`src/hw/rtl/iratd_pkg.sv`:
```
// Shared types and constants for the IR proximity / ambient / trend detector.
// No dependencies; every other file refers to it by scoped names.
package iratd_pkg;

  // Default parameter values
  localparam int HISTORY_DEPTH_DEF = 4;
  localparam int SAMPLE_BITS_DEF   = 12;

  // Corrected readings
  localparam int LVL_W   = 14;
  localparam int LVL_MAX = 8191;
  localparam int LVL_MIN = -8192;

  // Configuration register file
  localparam int CFG_AW   = 5;
  localparam int CFG_DW   = 32;
  localparam int OFS_W    = 12;
  localparam int PHASE_W  = 4;
  localparam logic [OFS_W-1:0]   RELEASE_RESET     = 12'd700;
  localparam logic [PHASE_W-1:0] PHASE_LIMIT_RESET = 4'd6;

  typedef enum logic [2:0] {
    REG_XP_OFS      = 3'd0,
    REG_LWALL_OFS   = 3'd1,
    REG_RWALL_OFS   = 3'd2,
    REG_RELEASE     = 3'd3,
    REG_PHASE_LIMIT = 3'd4
  } cfg_reg_t;

  // Input item kinds
  localparam logic KIND_ON  = 1'b0;
  localparam logic KIND_OFF = 1'b1;

  // Reading slots in ambient and corrected stores
  typedef enum logic [2:0] {
    LV_FRONT = 3'd0,
    LV_LEFT  = 3'd1,
    LV_RIGHT = 3'd2,
    LV_LWALL = 3'd3,
    LV_RWALL = 3'd4,
    LV_AUX   = 3'd5
  } lvl_idx_t;
  localparam int LV_COUNT = 6;

  // Emitter mask: bit0 ch1, bit1 ch2, bit2 ch3, bit3 ch4, bit4 wall
  localparam int EM_W = 5;
  localparam logic [EM_W-1:0] EM_G1_SET = 5'h13;
  localparam logic [EM_W-1:0] EM_G1_CLR = 5'h0C;
  localparam logic [EM_W-1:0] EM_G0_SET = 5'h0C;
  localparam logic [EM_W-1:0] EM_G0_CLR = 5'h03;

  // Control for one history line
  typedef struct packed {
    logic shift;      // push the new reading this cycle
    logic post_view;  // compare against the line as it stands after the push
  } hist_ctl_t;

endpackage

```
`src/hw/rtl/iratd_if.sv`:
```
// Valid/ready channel interfaces for input items and result items.
// Depends on iratd_pkg.
interface iratd_in_if #(
  parameter int SAMPLE_BITS = iratd_pkg::SAMPLE_BITS_DEF
);
  logic                   valid;
  logic                   ready;
  logic                   kind;
  logic [SAMPLE_BITS-1:0] sample_ch1;
  logic [SAMPLE_BITS-1:0] sample_ch2;
  logic [SAMPLE_BITS-1:0] sample_ch3;
  logic [SAMPLE_BITS-1:0] sample_aux;

  modport source (output valid, kind, sample_ch1, sample_ch2, sample_ch3, sample_aux,
                  input ready);
  modport sink   (input valid, kind, sample_ch1, sample_ch2, sample_ch3, sample_aux,
                  output ready);
endinterface

interface iratd_out_if;
  logic                                valid;
  logic                                ready;
  logic                                near;
  logic signed [iratd_pkg::LVL_W-1:0]  front_level;
  logic signed [iratd_pkg::LVL_W-1:0]  left_level;
  logic signed [iratd_pkg::LVL_W-1:0]  right_level;
  logic signed [iratd_pkg::LVL_W-1:0]  left_wall_level;
  logic signed [iratd_pkg::LVL_W-1:0]  right_wall_level;
  logic signed [iratd_pkg::LVL_W-1:0]  aux_wall_level;
  logic [iratd_pkg::EM_W-1:0]          emitter_mask;

  modport source (output valid, near, front_level, left_level, right_level,
                         left_wall_level, right_wall_level, aux_wall_level, emitter_mask,
                  input ready);
  modport sink   (input valid, near, front_level, left_level, right_level,
                        left_wall_level, right_wall_level, aux_wall_level, emitter_mask,
                  output ready);
endinterface

```
`src/hw/rtl/iratd_hist_cell.sv`:
```
// One history slot: holds a reading, shifts from its upstream neighbor and
// extends the strict-rise compare chain. Depends on iratd_pkg.
module iratd_hist_cell #(
  parameter int W = iratd_pkg::LVL_W
) (
  input  logic                 clk,
  input  logic                 rst_n,
  input  iratd_pkg::hist_ctl_t ctl,
  input  logic signed [W-1:0]  d_in,
  input  logic signed [W-1:0]  up_view,
  input  logic                 rise_in,
  output logic signed [W-1:0]  q,
  output logic signed [W-1:0]  view,
  output logic                 rise_out
);

  logic signed [W-1:0] q_r;

  always_ff @(posedge clk) begin
    if (!rst_n) begin
      q_r <= '0;
    end else if (ctl.shift) begin
      q_r <= d_in;
    end
  end

  assign q        = q_r;
  assign view     = (ctl.post_view && ctl.shift) ? d_in : q_r;
  assign rise_out = rise_in && (up_view > view);

endmodule

```
`src/hw/rtl/iratd_hist_line.sv`:
```
// History line built as a row of iratd_hist_cell; reports a strict rise
// through all entries, oldest first, to the current reading. Depends on iratd_pkg.
module iratd_hist_line #(
  parameter int DEPTH = iratd_pkg::HISTORY_DEPTH_DEF,
  parameter int W     = iratd_pkg::LVL_W
) (
  input  logic                 clk,
  input  logic                 rst_n,
  input  iratd_pkg::hist_ctl_t ctl,
  input  logic signed [W-1:0]  din,
  input  logic signed [W-1:0]  cur,
  output logic                 rising
);

  logic signed [W-1:0] q_w    [DEPTH];
  logic signed [W-1:0] view_w [DEPTH];
  logic                rise_w [DEPTH+1];

  assign rise_w[0] = 1'b1;

  for (genvar i = 0; i < DEPTH; i++) begin : g_cell
    logic signed [W-1:0] d_in_w;
    logic signed [W-1:0] up_w;
    if (i == 0) begin : g_head
      assign d_in_w = din;
      assign up_w   = cur;
    end else begin : g_body
      assign d_in_w = q_w[i-1];
      assign up_w   = view_w[i-1];
    end
    iratd_hist_cell #(.W(W)) u_cell (
      .clk      (clk),
      .rst_n    (rst_n),
      .ctl      (ctl),
      .d_in     (d_in_w),
      .up_view  (up_w),
      .rise_in  (rise_w[i]),
      .q        (q_w[i]),
      .view     (view_w[i]),
      .rise_out (rise_w[i+1])
    );
  end

  assign rising = rise_w[DEPTH];

endmodule

```
`src/hw/rtl/ir_proximity_ambient_trend_detect_top.sv`:
```
// Top level of the IR proximity front end: config registers, ambient capture,
// correction, near flag, phase counter and output register.
// Depends on iratd_pkg, iratd_if, iratd_hist_line.
//
//  port    | dir | kind        | contents
//  --------+-----+-------------+-------------------------------------------
//  in_ch   | in  | valid/ready | kind, four samples
//  out_ch  | out | valid/ready | near, six corrected levels, emitter mask
//  psel..  | in  | APB         | five config registers at 4*index
//
// One transfer per cycle in and out unless the output stalls; every item updates
// state when taken; its result is in the output register from the next cycle on.
// A stalled result holds the register; the input is taken again as soon as
// the register is read in the same cycle, so a stall costs only its own cycles.
// Sync active-low reset clears all state but output data, loads reg defaults.
module ir_proximity_ambient_trend_detect_top #(
  parameter int HISTORY_DEPTH = iratd_pkg::HISTORY_DEPTH_DEF,
  parameter int SAMPLE_BITS   = iratd_pkg::SAMPLE_BITS_DEF
) (
  input  logic                              clk,
  input  logic                              rst_n,
  iratd_in_if.sink                          in_ch,
  iratd_out_if.source                       out_ch,
  input  logic                              psel,
  input  logic                              penable,
  input  logic                              pwrite,
  input  logic [iratd_pkg::CFG_AW-1:0]      paddr,
  input  logic [iratd_pkg::CFG_DW-1:0]      pwdata,
  output logic [iratd_pkg::CFG_DW-1:0]      prdata,
  output logic                              pready
);

  localparam int LW = iratd_pkg::LVL_W;
  localparam int OW = iratd_pkg::OFS_W;
  localparam int PW = iratd_pkg::PHASE_W;
  localparam int EW = iratd_pkg::EM_W;
  localparam int SB = SAMPLE_BITS;
  localparam int DW = ((SB > OW) ? SB : OW) + 2;
  localparam logic signed [DW-1:0] SAT_HI = DW'(iratd_pkg::LVL_MAX);
  localparam logic signed [DW-1:0] SAT_LO = DW'(iratd_pkg::LVL_MIN);

  function automatic logic signed [LW-1:0] sat_level(input logic signed [DW-1:0] v);
    logic signed [LW-1:0] r;
    if (v > SAT_HI) begin
      r = LW'(SAT_HI);
    end else if (v < SAT_LO) begin
      r = LW'(SAT_LO);
    end else begin
      r = LW'(v);
    end
    return r;
  endfunction

  // ---------------- configuration ----------------
  logic [OW-1:0] xp_ofs_r, lwall_ofs_r, rwall_ofs_r, release_r;
  logic [PW-1:0] phase_limit_r;
  logic          cfg_wr;
  iratd_pkg::cfg_reg_t cfg_sel;

  assign pready  = 1'b1;
  assign cfg_wr  = psel && penable && pwrite && pready;
  assign cfg_sel = iratd_pkg::cfg_reg_t'(paddr[4:2]);

  always_ff @(posedge clk) begin
    if (!rst_n) begin
      xp_ofs_r      <= '0;
      lwall_ofs_r   <= '0;
      rwall_ofs_r   <= '0;
      release_r     <= iratd_pkg::RELEASE_RESET;
      phase_limit_r <= iratd_pkg::PHASE_LIMIT_RESET;
    end else if (cfg_wr) begin
      case (cfg_sel)
        iratd_pkg::REG_XP_OFS:      xp_ofs_r      <= pwdata[OW-1:0];
        iratd_pkg::REG_LWALL_OFS:   lwall_ofs_r   <= pwdata[OW-1:0];
        iratd_pkg::REG_RWALL_OFS:   rwall_ofs_r   <= pwdata[OW-1:0];
        iratd_pkg::REG_RELEASE:     release_r     <= pwdata[OW-1:0];
        iratd_pkg::REG_PHASE_LIMIT: phase_limit_r <= pwdata[PW-1:0];
        default: ;
      endcase
    end
  end

  always_comb begin
    case (cfg_sel)
      iratd_pkg::REG_XP_OFS:      prdata = 32'(xp_ofs_r);
      iratd_pkg::REG_LWALL_OFS:   prdata = 32'(lwall_ofs_r);
      iratd_pkg::REG_RWALL_OFS:   prdata = 32'(rwall_ofs_r);
      iratd_pkg::REG_RELEASE:     prdata = 32'(release_r);
      iratd_pkg::REG_PHASE_LIMIT: prdata = 32'(phase_limit_r);
      default:                    prdata = '0;
    endcase
  end

  // ---------------- state ----------------
  logic                 run_r, run_nxt;
  logic                 grp_r, grp_nxt;
  logic [PW-1:0]        phase_r, phase_nxt;
  logic                 near_r, near_nxt;
  logic [EW-1:0]        emit_r, emit_nxt;
  logic [SB-1:0]        amb_r   [iratd_pkg::LV_COUNT];
  logic [SB-1:0]        amb_nxt [iratd_pkg::LV_COUNT];
  logic signed [LW-1:0] cs_r    [iratd_pkg::LV_COUNT];
  logic signed [LW-1:0] cs_nxt  [iratd_pkg::LV_COUNT];

  logic                 out_vld_r;
  logic                 acc, is_on, on_run;
  logic [PW:0]          phase_inc;
  logic                 rise_f, rise_l, rise_r;
  logic signed [LW-1:0] rel_s;

  logic signed [DW-1:0] c1_s, c2_s, c3_s, ca_s;

  assign in_ch.ready = !out_vld_r || out_ch.ready;
  assign acc         = in_ch.valid && in_ch.ready;
  assign is_on       = (in_ch.kind == iratd_pkg::KIND_ON);
  assign on_run      = acc && is_on && run_r;

  assign c1_s  = signed'(DW'(in_ch.sample_ch1));
  assign c2_s  = signed'(DW'(in_ch.sample_ch2));
  assign c3_s  = signed'(DW'(in_ch.sample_ch3));
  assign ca_s  = signed'(DW'(in_ch.sample_aux));
  assign rel_s = signed'(LW'(release_r));
  assign phase_inc = {1'b0, phase_r} + (PW+1)'(1);

  always_comb begin
    run_nxt   = run_r;
    grp_nxt   = grp_r;
    phase_nxt = phase_r;
    emit_nxt  = emit_r;
    amb_nxt   = amb_r;
    cs_nxt    = cs_r;

    if (on_run) begin
      run_nxt = 1'b0;
      cs_nxt[iratd_pkg::LV_FRONT] =
        sat_level(c2_s - signed'(DW'(amb_r[iratd_pkg::LV_FRONT])));
      if (grp_r) begin
        cs_nxt[iratd_pkg::LV_AUX] = sat_level(ca_s
          - signed'(DW'(amb_r[iratd_pkg::LV_AUX])) - signed'(DW'(xp_ofs_r)));
        cs_nxt[iratd_pkg::LV_LWALL] = sat_level(c1_s
          - signed'(DW'(amb_r[iratd_pkg::LV_LWALL])) - signed'(DW'(lwall_ofs_r)));
        cs_nxt[iratd_pkg::LV_RIGHT] =
          sat_level(c3_s - signed'(DW'(amb_r[iratd_pkg::LV_RIGHT])));
      end else begin
        cs_nxt[iratd_pkg::LV_LEFT] =
          sat_level(c1_s - signed'(DW'(amb_r[iratd_pkg::LV_LEFT])));
        cs_nxt[iratd_pkg::LV_RWALL] = sat_level(c3_s
          - signed'(DW'(amb_r[iratd_pkg::LV_RWALL])) - signed'(DW'(rwall_ofs_r)));
      end
    end

    if (acc && is_on) begin
      if (phase_inc > {1'b0, phase_limit_r}) begin
        phase_nxt = '0;
        run_nxt   = 1'b1;
        grp_nxt   = !grp_r;
        if (!grp_r) begin
          emit_nxt = (emit_r & ~iratd_pkg::EM_G1_CLR) | iratd_pkg::EM_G1_SET;
        end else begin
          emit_nxt = (emit_r & ~iratd_pkg::EM_G0_CLR) | iratd_pkg::EM_G0_SET;
        end
      end else begin
        phase_nxt = phase_inc[PW-1:0];
      end
    end

    // Emitter-off: drop all emitters, capture ambient for the active group if a run is pending
    if (acc && !is_on) begin
      emit_nxt = '0;
      if (run_r) begin
        amb_nxt[iratd_pkg::LV_FRONT] = in_ch.sample_ch2;
        if (grp_r) begin
          amb_nxt[iratd_pkg::LV_AUX]   = in_ch.sample_aux;
          amb_nxt[iratd_pkg::LV_LWALL] = in_ch.sample_ch1;
          amb_nxt[iratd_pkg::LV_RIGHT] = in_ch.sample_ch3;
        end else begin
          amb_nxt[iratd_pkg::LV_LEFT]  = in_ch.sample_ch1;
          amb_nxt[iratd_pkg::LV_RWALL] = in_ch.sample_ch3;
        end
      end
    end
  end

  // Near flag, on each measured reading: any rising trend sets it, all three low clears it
  always_comb begin
    near_nxt = near_r;
    if (on_run) begin
      if (rise_f || rise_l || rise_r) begin
        near_nxt = 1'b1;
      end else if (cs_nxt[iratd_pkg::LV_LEFT] < rel_s &&
                   cs_nxt[iratd_pkg::LV_FRONT] < rel_s &&
                   cs_nxt[iratd_pkg::LV_RIGHT] < rel_s) begin
        near_nxt = 1'b0;
      end
    end
  end

  always_ff @(posedge clk) begin
    if (!rst_n) begin
      run_r   <= 1'b0;
      grp_r   <= 1'b0;
      phase_r <= '0;
      near_r  <= 1'b0;
      emit_r  <= '0;
      for (int i = 0; i < iratd_pkg::LV_COUNT; i++) begin
        amb_r[i] <= '0;
        cs_r[i]  <= '0;
      end
    end else begin
      run_r   <= run_nxt;
      grp_r   <= grp_nxt;
      phase_r <= phase_nxt;
      near_r  <= near_nxt;
      emit_r  <= emit_nxt;
      amb_r   <= amb_nxt;
      cs_r    <= cs_nxt;
    end
  end

  // ---------------- history lines ----------------
  iratd_pkg::hist_ctl_t ctl_f, ctl_l, ctl_r;

  assign ctl_f = '{shift: on_run,           post_view: 1'b0};
  assign ctl_l = '{shift: on_run && !grp_r, post_view: 1'b1};
  assign ctl_r = '{shift: on_run && grp_r,  post_view: 1'b1};

  iratd_hist_line #(.DEPTH(HISTORY_DEPTH), .W(LW)) u_front_hist (
    .clk    (clk),
    .rst_n  (rst_n),
    .ctl    (ctl_f),
    .din    (cs_nxt[iratd_pkg::LV_FRONT]),
    .cur    (cs_nxt[iratd_pkg::LV_FRONT]),
    .rising (rise_f)
  );

  iratd_hist_line #(.DEPTH(HISTORY_DEPTH), .W(LW)) u_left_hist (
    .clk    (clk),
    .rst_n  (rst_n),
    .ctl    (ctl_l),
    .din    (cs_nxt[iratd_pkg::LV_LEFT]),
    .cur    (cs_nxt[iratd_pkg::LV_LEFT]),
    .rising (rise_l)
  );

  iratd_hist_line #(.DEPTH(HISTORY_DEPTH), .W(LW)) u_right_hist (
    .clk    (clk),
    .rst_n  (rst_n),
    .ctl    (ctl_r),
    .din    (cs_nxt[iratd_pkg::LV_RIGHT]),
    .cur    (cs_nxt[iratd_pkg::LV_RIGHT]),
    .rising (rise_r)
  );

  // ---------------- output register ----------------
  logic                 near_o_r;
  logic signed [LW-1:0] lvl_o_r [iratd_pkg::LV_COUNT];
  logic [EW-1:0]        emit_o_r;

  always_ff @(posedge clk) begin
    if (!rst_n) begin
      out_vld_r <= 1'b0;
    end else if (acc) begin
      out_vld_r <= 1'b1;
    end else if (out_ch.ready) begin
      out_vld_r <= 1'b0;
    end
  end

  always_ff @(posedge clk) begin
    if (acc) begin
      near_o_r <= near_nxt;
      lvl_o_r  <= cs_nxt;
      emit_o_r <= emit_nxt;
    end
  end

  assign out_ch.valid            = out_vld_r;
  assign out_ch.near             = near_o_r;
  assign out_ch.front_level      = lvl_o_r[iratd_pkg::LV_FRONT];
  assign out_ch.left_level       = lvl_o_r[iratd_pkg::LV_LEFT];
  assign out_ch.right_level      = lvl_o_r[iratd_pkg::LV_RIGHT];
  assign out_ch.left_wall_level  = lvl_o_r[iratd_pkg::LV_LWALL];
  assign out_ch.right_wall_level = lvl_o_r[iratd_pkg::LV_RWALL];
  assign out_ch.aux_wall_level   = lvl_o_r[iratd_pkg::LV_AUX];
  assign out_ch.emitter_mask     = emit_o_r;

  // ---------------- assertions ----------------
  a_result_follows: assert property (@(posedge clk) disable iff (!rst_n)
    acc |=> out_vld_r)
    else $error("accepted item produced no result");

  a_groups_exclusive: assert property (@(posedge clk) disable iff (!rst_n)
    !(emit_r[0] && emit_r[2]))
    else $error("ch1 and ch3 emitters on together");

  a_switch_resets_phase: assert property (@(posedge clk) disable iff (!rst_n)
    (grp_r != $past(grp_r)) |-> (phase_r == '0 && run_r))
    else $error("group switched without phase wrap");

  a_ambient_only_off: assert property (@(posedge clk) disable iff (!rst_n)
    (acc && is_on) |=> $stable(amb_r[iratd_pkg::LV_FRONT]))
    else $error("ambient changed on emitter-on item");

endmodule

```
`src/flat_wrapper.sv`:
```
// flat-port wrapper written by rule: the top's interface ports become plain ports
module ir_proximity_ambient_trend_detect_top_flat 
#(
  parameter int HISTORY_DEPTH = iratd_pkg::HISTORY_DEPTH_DEF,
  parameter int SAMPLE_BITS   = iratd_pkg::SAMPLE_BITS_DEF
)
  (clk, rst_n, psel, penable, pwrite, paddr, pwdata, prdata, pready, in_ch_valid, in_ch_kind, in_ch_sample_ch1, in_ch_sample_ch2, in_ch_sample_ch3, in_ch_sample_aux, in_ch_ready, out_ch_valid, out_ch_near, out_ch_front_level, out_ch_left_level, out_ch_right_level, out_ch_left_wall_level, out_ch_right_wall_level, out_ch_aux_wall_level, out_ch_emitter_mask, out_ch_ready);
  iratd_in_if #(.SAMPLE_BITS(SAMPLE_BITS)) in_ch_i ();
  iratd_out_if out_ch_i ();
  input  logic clk;
  input  logic rst_n;
  input  logic psel;
  input  logic penable;
  input  logic pwrite;
  input  logic [iratd_pkg::CFG_AW-1:0] paddr;
  input  logic [iratd_pkg::CFG_DW-1:0] pwdata;
  output logic [iratd_pkg::CFG_DW-1:0] prdata;
  output logic pready;
  input wire logic [$bits(in_ch_i.valid)-1:0] in_ch_valid;
  input wire logic [$bits(in_ch_i.kind)-1:0] in_ch_kind;
  input wire logic [$bits(in_ch_i.sample_ch1)-1:0] in_ch_sample_ch1;
  input wire logic [$bits(in_ch_i.sample_ch2)-1:0] in_ch_sample_ch2;
  input wire logic [$bits(in_ch_i.sample_ch3)-1:0] in_ch_sample_ch3;
  input wire logic [$bits(in_ch_i.sample_aux)-1:0] in_ch_sample_aux;
  output wire logic [$bits(in_ch_i.ready)-1:0] in_ch_ready;
  output wire logic [$bits(out_ch_i.valid)-1:0] out_ch_valid;
  output wire logic [$bits(out_ch_i.near)-1:0] out_ch_near;
  output wire logic [$bits(out_ch_i.front_level)-1:0] out_ch_front_level;
  output wire logic [$bits(out_ch_i.left_level)-1:0] out_ch_left_level;
  output wire logic [$bits(out_ch_i.right_level)-1:0] out_ch_right_level;
  output wire logic [$bits(out_ch_i.left_wall_level)-1:0] out_ch_left_wall_level;
  output wire logic [$bits(out_ch_i.right_wall_level)-1:0] out_ch_right_wall_level;
  output wire logic [$bits(out_ch_i.aux_wall_level)-1:0] out_ch_aux_wall_level;
  output wire logic [$bits(out_ch_i.emitter_mask)-1:0] out_ch_emitter_mask;
  input wire logic [$bits(out_ch_i.ready)-1:0] out_ch_ready;
  assign in_ch_i.valid = in_ch_valid;
  assign in_ch_i.kind = in_ch_kind;
  assign in_ch_i.sample_ch1 = in_ch_sample_ch1;
  assign in_ch_i.sample_ch2 = in_ch_sample_ch2;
  assign in_ch_i.sample_ch3 = in_ch_sample_ch3;
  assign in_ch_i.sample_aux = in_ch_sample_aux;
  assign in_ch_ready = in_ch_i.ready;
  assign out_ch_valid = out_ch_i.valid;
  assign out_ch_near = out_ch_i.near;
  assign out_ch_front_level = out_ch_i.front_level;
  assign out_ch_left_level = out_ch_i.left_level;
  assign out_ch_right_level = out_ch_i.right_level;
  assign out_ch_left_wall_level = out_ch_i.left_wall_level;
  assign out_ch_right_wall_level = out_ch_i.right_wall_level;
  assign out_ch_aux_wall_level = out_ch_i.aux_wall_level;
  assign out_ch_emitter_mask = out_ch_i.emitter_mask;
  assign out_ch_i.ready = out_ch_ready;
  ir_proximity_ambient_trend_detect_top #(.HISTORY_DEPTH(HISTORY_DEPTH), .SAMPLE_BITS(SAMPLE_BITS)) u_core (.clk(clk), .rst_n(rst_n), .in_ch(in_ch_i), .out_ch(out_ch_i), .psel(psel), .penable(penable), .pwrite(pwrite), .paddr(paddr), .pwdata(pwdata), .prdata(prdata), .pready(pready));
endmodule
```
`config.mk`:
```
export PLATFORM = sky130hd
export DESIGN_NAME = ir_proximity_ambient_trend_detect_top_flat
export DESIGN_NICKNAME = d
export VERILOG_FILES = /design/src/hw/rtl/iratd_pkg.sv /design/src/hw/rtl/iratd_if.sv /design/src/hw/rtl/iratd_hist_cell.sv /design/src/hw/rtl/iratd_hist_line.sv /design/src/hw/rtl/ir_proximity_ambient_trend_detect_top.sv /design/src/flat_wrapper.sv
export SDC_FILE = /design/constraint.sdc
export NUM_CORES = 1
export LEC_CHECK = 0
export ABC_AREA = 1
export BUFFER_PORTS_ARGS = -buffer_cell sky130_fd_sc_hd__buf_2
export CAP_MARGIN = 20
export CELL_PAD_IN_SITES_DETAIL_PLACEMENT = 1
export CELL_PAD_IN_SITES_GLOBAL_PLACEMENT = 1
export CORE_MARGIN = 1.5
export CORE_UTILIZATION = 49
export CTS_CLUSTER_DIAMETER = 40
export DETAILED_ROUTE_END_ITERATION = 7
export GPL_ROUTABILITY_DRIVEN = 0
export PLACE_DENSITY_LB_ADDON = 0.1
export SLEW_MARGIN = 20
export SYNTH_ARGS = -nofsm -noshare
export SYNTH_HDL_FRONTEND = slang
export SYNTH_HIERARCHICAL = 1
export SYNTH_SLANG_ARGS = --single-unit
```
`constraint.sdc`:
```
create_clock -name clk -period 12.53 [get_ports clk]
set_input_delay 2.506 -clock clk [delete_from_list [all_inputs] [get_ports clk]]
set_output_delay 2.506 -clock clk [all_outputs]
set_load 0.01 [all_outputs]
```
=== Word level (Yosys, flattened, before mapping) ===
Index checks and enable logic that the tools add are counted.

* Register bits: 479
* Latch bits: 0
* Bits in writable memories: 0
* Bits in read-only memories: 0
* Output and inout port bits: 125
* Word-level logic and storage cells: 161
* Memories: 0

* $add $sub $neg: 10
* Multipliers: 0
* Divide/modulo/power cells: 0
* Magnitude comparators: 28
* Equal/unequal tests: 4
* Shift operators: 0
* Muxes and demuxes: 39
* Bitwise gates (word level): 2
* Reduce and logical (&&, ||, !) cells: 35

{| class="wikitable"
|+ Operators with widths
! operator !! number
|-
| 2-to-1 mux 14 bit || 23
|-
| > comparator 14 bit || 12
|-
| > comparator 14 bit (second input constant) || 6
|-
| < comparator 14 bit (second input constant) || 6
|-
| 2-to-1 mux 84 bit || 1
|-
| subtractor 12 x 12 -> 13 bit || 6
|-
| one-hot mux 12 bit (5 select lines) || 1
|-
| < comparator 14 x 13 -> 1 bit || 3
|-
| subtractor 14 x 13 -> 14 bit || 3
|-
| 2-to-1 mux 28 bit || 1
|-
| 2-to-1 mux 5 bit || 4
|-
| logical AND 1 bit || 19
|-
| AND reduction 2 bit || 7
|-
| 2-to-1 mux 1 bit || 8
|-
| == test 3 x 2 -> 1 bit (second input constant) || 2
|-
| AND reduction 3 bit || 2
|-
| adder 4 x 1 -> 5 bit (second input constant) || 1
|-
| > comparator 5 x 4 -> 1 bit || 1
|-
| 2-to-1 mux 4 bit || 1
|-
| == test 3 x 1 -> 1 bit (second input constant) || 1
|-
| == test 3 bit (second input constant) || 1
|-
| logical NOT 3 bit || 1
|-
| logical OR 1 bit || 3
|-
| logical NOT 1 bit || 2
|-
| 2 further kinds || 3
|}

=== Depth between registers and ports, before layout ===
* Depth after elaboration: 16
* Mapped depth: 35
* Mapped depth without buffers: 35

=== By module ===
Netlist, hierarchy kept.

{| class="wikitable"
|+ By module, submodules not included
! module !! times used !! cells each !! area an instance (um2)
|-
| ir_proximity_ambient_trend_detect_top || 1 || 2073 || 16911.2
|-
| iratd_hist_cell || 12 || 163 || 1123.6
|-
| iratd_hist_line || 3 || 1 || 3.8
|}

=== Worst setup path before layout ===
No wires, ideal clock.

* Path kind: in2reg
* Start point: input port in_ch_sample_ch1[0]
* End point: register u_core.near_o_r (netlist: u_core/out_ch.near) (data pin)
* Library setup time: 262 ps
* Arrival: 5944 ps
* Data required time: 12268 ps
* Path slack: 6324 ps
* Stages: 32
* Buffers on the path: 0
* Cells stage by stage: inv_1 > ha_1 > inv_1 > fa_1 > nand3_1 > nand2_1 > nand2_1 > nand2_1 > a31oi_1 > xor2_1 > a21oi_1 > inv_1 > o21ai_2 > inv_2 > ha_1 > nand2_1 > nor2_1 > a21oi_1 > nand3_1 > nand2_1 > nor2_1 > a21boi_0 > nand2_1 > nor2_1 > a21boi_0 > nand2_1 > nor2_1 > a21boi_0 > nand2_1 > nor2_1 > o31ai_1 > nand2_1

{| class="wikitable"
|+ RTL lines
! what !! RTL line !! source
|-
| start: declaration || flat_wrapper.sv:21 || <nowiki>input wire logic [$bits(in_ch_i.sample_ch1)-1:0] in_ch_sample_ch1;</nowiki>
|-
| end signal: assignment || ir_proximity_ambient_trend_detect_top.sv:271 || <nowiki>near_o_r <= near_nxt;</nowiki>
|-
| end: declaration || ir_proximity_ambient_trend_detect_top.sv:255 || <nowiki>logic near_o_r;</nowiki>
|}

==> impl_metrics.yaml <==
outcome:
  status: "finished, final reports clean"
setup_path:
  critPathMaxFanout: 59
  crit_slowest_cell: "clkinv_2"
  critPathLaunchType: "input port"
  r2r-start: "u_core/out_ch.valid$_SDFFE_PN0P_"
  worst_path_largest_cell_delay_ns: 0.82
  critPathKind: "in2reg"
  critPathTopFamily: "simple AND/OR/NAND/NOR gates"
  end_kind: "register"
  arrival_ns: 8.94
  reg2regPathDepth: 29
  r2r_slack_ns: 5.75
  crit_top_cell: "nand2_1"
  required_ns: 13.01
  r2r-end: "u_core/out_ch.near$_DFFE_PP_"
  crit_buf_inv: 5
min_path:
  min_path_cells: 2
  whs_endpoint: "u_core/amb_r[67]$_SDFFE_PN0P_"
  hp-class: "reg2reg"
  min_from: "u_core/amb_r[67]$_SDFFE_PN0P_"
clock_network:
  clockBufferDepth: 3
  postCtsHoldBufs: 0
  clk_pin_slew_ns: 0.04
  cts_sinks: 479
  numCtsBuffers: 95
  htreeDepth: 3
  cts_tree: "built"
  clock_latency_ns: 0.62
  ctsResizeCount: 0
  ctsRootBufferMaster: "clkbuf_16"
  post-cts-setup-buffers: 0
timing:
  setup_viol: 0
  fin_ws_ns: 4.072
  worst_slew_pin_slew_ns: 1.030
  report.final.hold_viol_count: 0
  slew_headroom_pct: 31.30
  maxSlewViolCount: 0
  timing.final.crit_share_pct: 67.50
  grt_setup_unrepaired: "false"
  fmax_ghz: 0.1182
  finClkSkew_ns: 0.01626
  period_minus_slack_ns: 8.458
  setup_tns_ns: 0
drt:
  totalWireLength_um: 92800
  ant_nets: 0
  drt-initial-drc-count: 1388
  drc: 0
  dr.pass1.iters: 5
  routedWlPerCell_um: 18.38
  vias_per_cell: 5.368
  vias: 27110
cells_and_area:
  area_growth_pct: 15.09
  fill_cells: 7787
  mostFrequentLayoutCells: "702 x nand2_1, 561 x inv_1, 514 x a21oi_1"
  final_common_cell: "nand2_1"
  drive_gt1_share_pct: 17.64
  nets: 4591
  instances_no_fill: 5049
die:
  design.core.area_sq_um: 61480
  initial_core_util_pct: 49.36
  die_w_um: 251.9
  ios: 218
  rows: 91
  die_area_sq_um: 63440
  fp.dieH_um: 251.9
pwr:
  leakage_uw: 0.01615
  power.density_nw_per_um2: 134.9
  ir_drop_uv: 102.4
grt:
  grt_use_total_pct: 28.93
  antenna_found_initial: 3
  grt_pass1_vias: 27100
  grt_pass1_wl_um: 145200
  grt-ovfl-total: 0
  grt_max_degree: 125
yosys:
  netlist_area_sq_um: 30350
  syn_avg_cell_area_sq_um: 7.555
  yosysWarnings: 6
  syn_inst: 4017
placed_design:
  pre_cts_slack_ns: 3.661
  place_inst: 4867
  port_buffers: 174
  hpwl_um: 66540
job:
  drv_cap: 0
[area by class of cell]
cell class              instances  area, sq um  share of cell area, %
clock inverters                57        730.7                  2.092
flip-flops and latches        479        10490                  30.03
multi-input cells            2671        16290                  46.64
well taps                     790        988.4                  2.830
inverters                     740         2784                  7.970
clock buffers                 122         2644                  7.569
repair buffers                188        997.2                  2.855
diodes                          2        5.005                0.01433
[through the flow]
stage          power [uW]  hold WS [ns]  instance area, sq um  utilization (%)
5_1_grt              4870        0.4791                 34930            56.81
6_report             4712        0.4553                 34930            56.81
4_1_cts              4750        0.4599                 34900            56.77
2_1_floorplan        1921        0.4330                 30470                -
3_5_place_dp         2060        0.4516                 31530            51.28
3_3_place_gp         2048        0.4445                 31530            51.28
[routing by layer]
| layer | vias up | wire length [um] | GRT usage, % |
|---|---|---|---|
| li1 | 13480 | - | - |
| met1 | 12950 | 43100 | 38.84 |
| met2 | 541 | 42810 | 47.97 |
| met3 | 134 | 4835 | 4.560 |
| met4 | 2 | 2047 | 8.332 |
| met5 | - | 10 | 0 |
[report_power, final]
part           internal, uW  switching, uW
Combinational           143            291
Sequential             1600           12.6
Clock                  1800            871
Total                  3540           1170
[sequential cells by signal (all words and copies together), names as in the netlist, 56 cells and up, named ones only]
name                                 count
u_core/cs_r                             84
u_core/amb_r                            72
u_core/u_front_hist/g_cell.u_cell/q     56
u_core/u_left_hist/g_cell.u_cell/q      56
u_core/u_right_hist/g_cell.u_cell/q     56
[worst max path at each step]
stage | startpoint | to | depth (start not counted)
after global placement | in_ch_kind | u_core/out_ch.near$_DFFE_PP_ | 30
after detailed placement | in_ch_kind | u_core/out_ch.near$_DFFE_PP_ | 30
after CTS | in_ch_kind | u_core/out_ch.near$_DFFE_PP_ | 30
final | in_ch_kind | u_core/out_ch.near$_DFFE_PP_ | 30
after floorplan | in_ch_sample_ch1[0] | u_core/out_ch.near$_DFFE_PP_ | 32
after global routing | in_ch_kind | u_core/near_r$_SDFF_PN0_ | 30
[worst register-to-register path: cells and delay by family (launching register included)]
family,cells,cell delay (ns)
AO/OA/AOI/OAI,8,1.74
AND/OR/NAND/NOR,17,2.38
buffers and inverters,3,1.86
adder cells (fa/ha/maj),1,0.35
flip-flops,1,0.33
No activity file was read; power rests on OpenSTA's default activity.
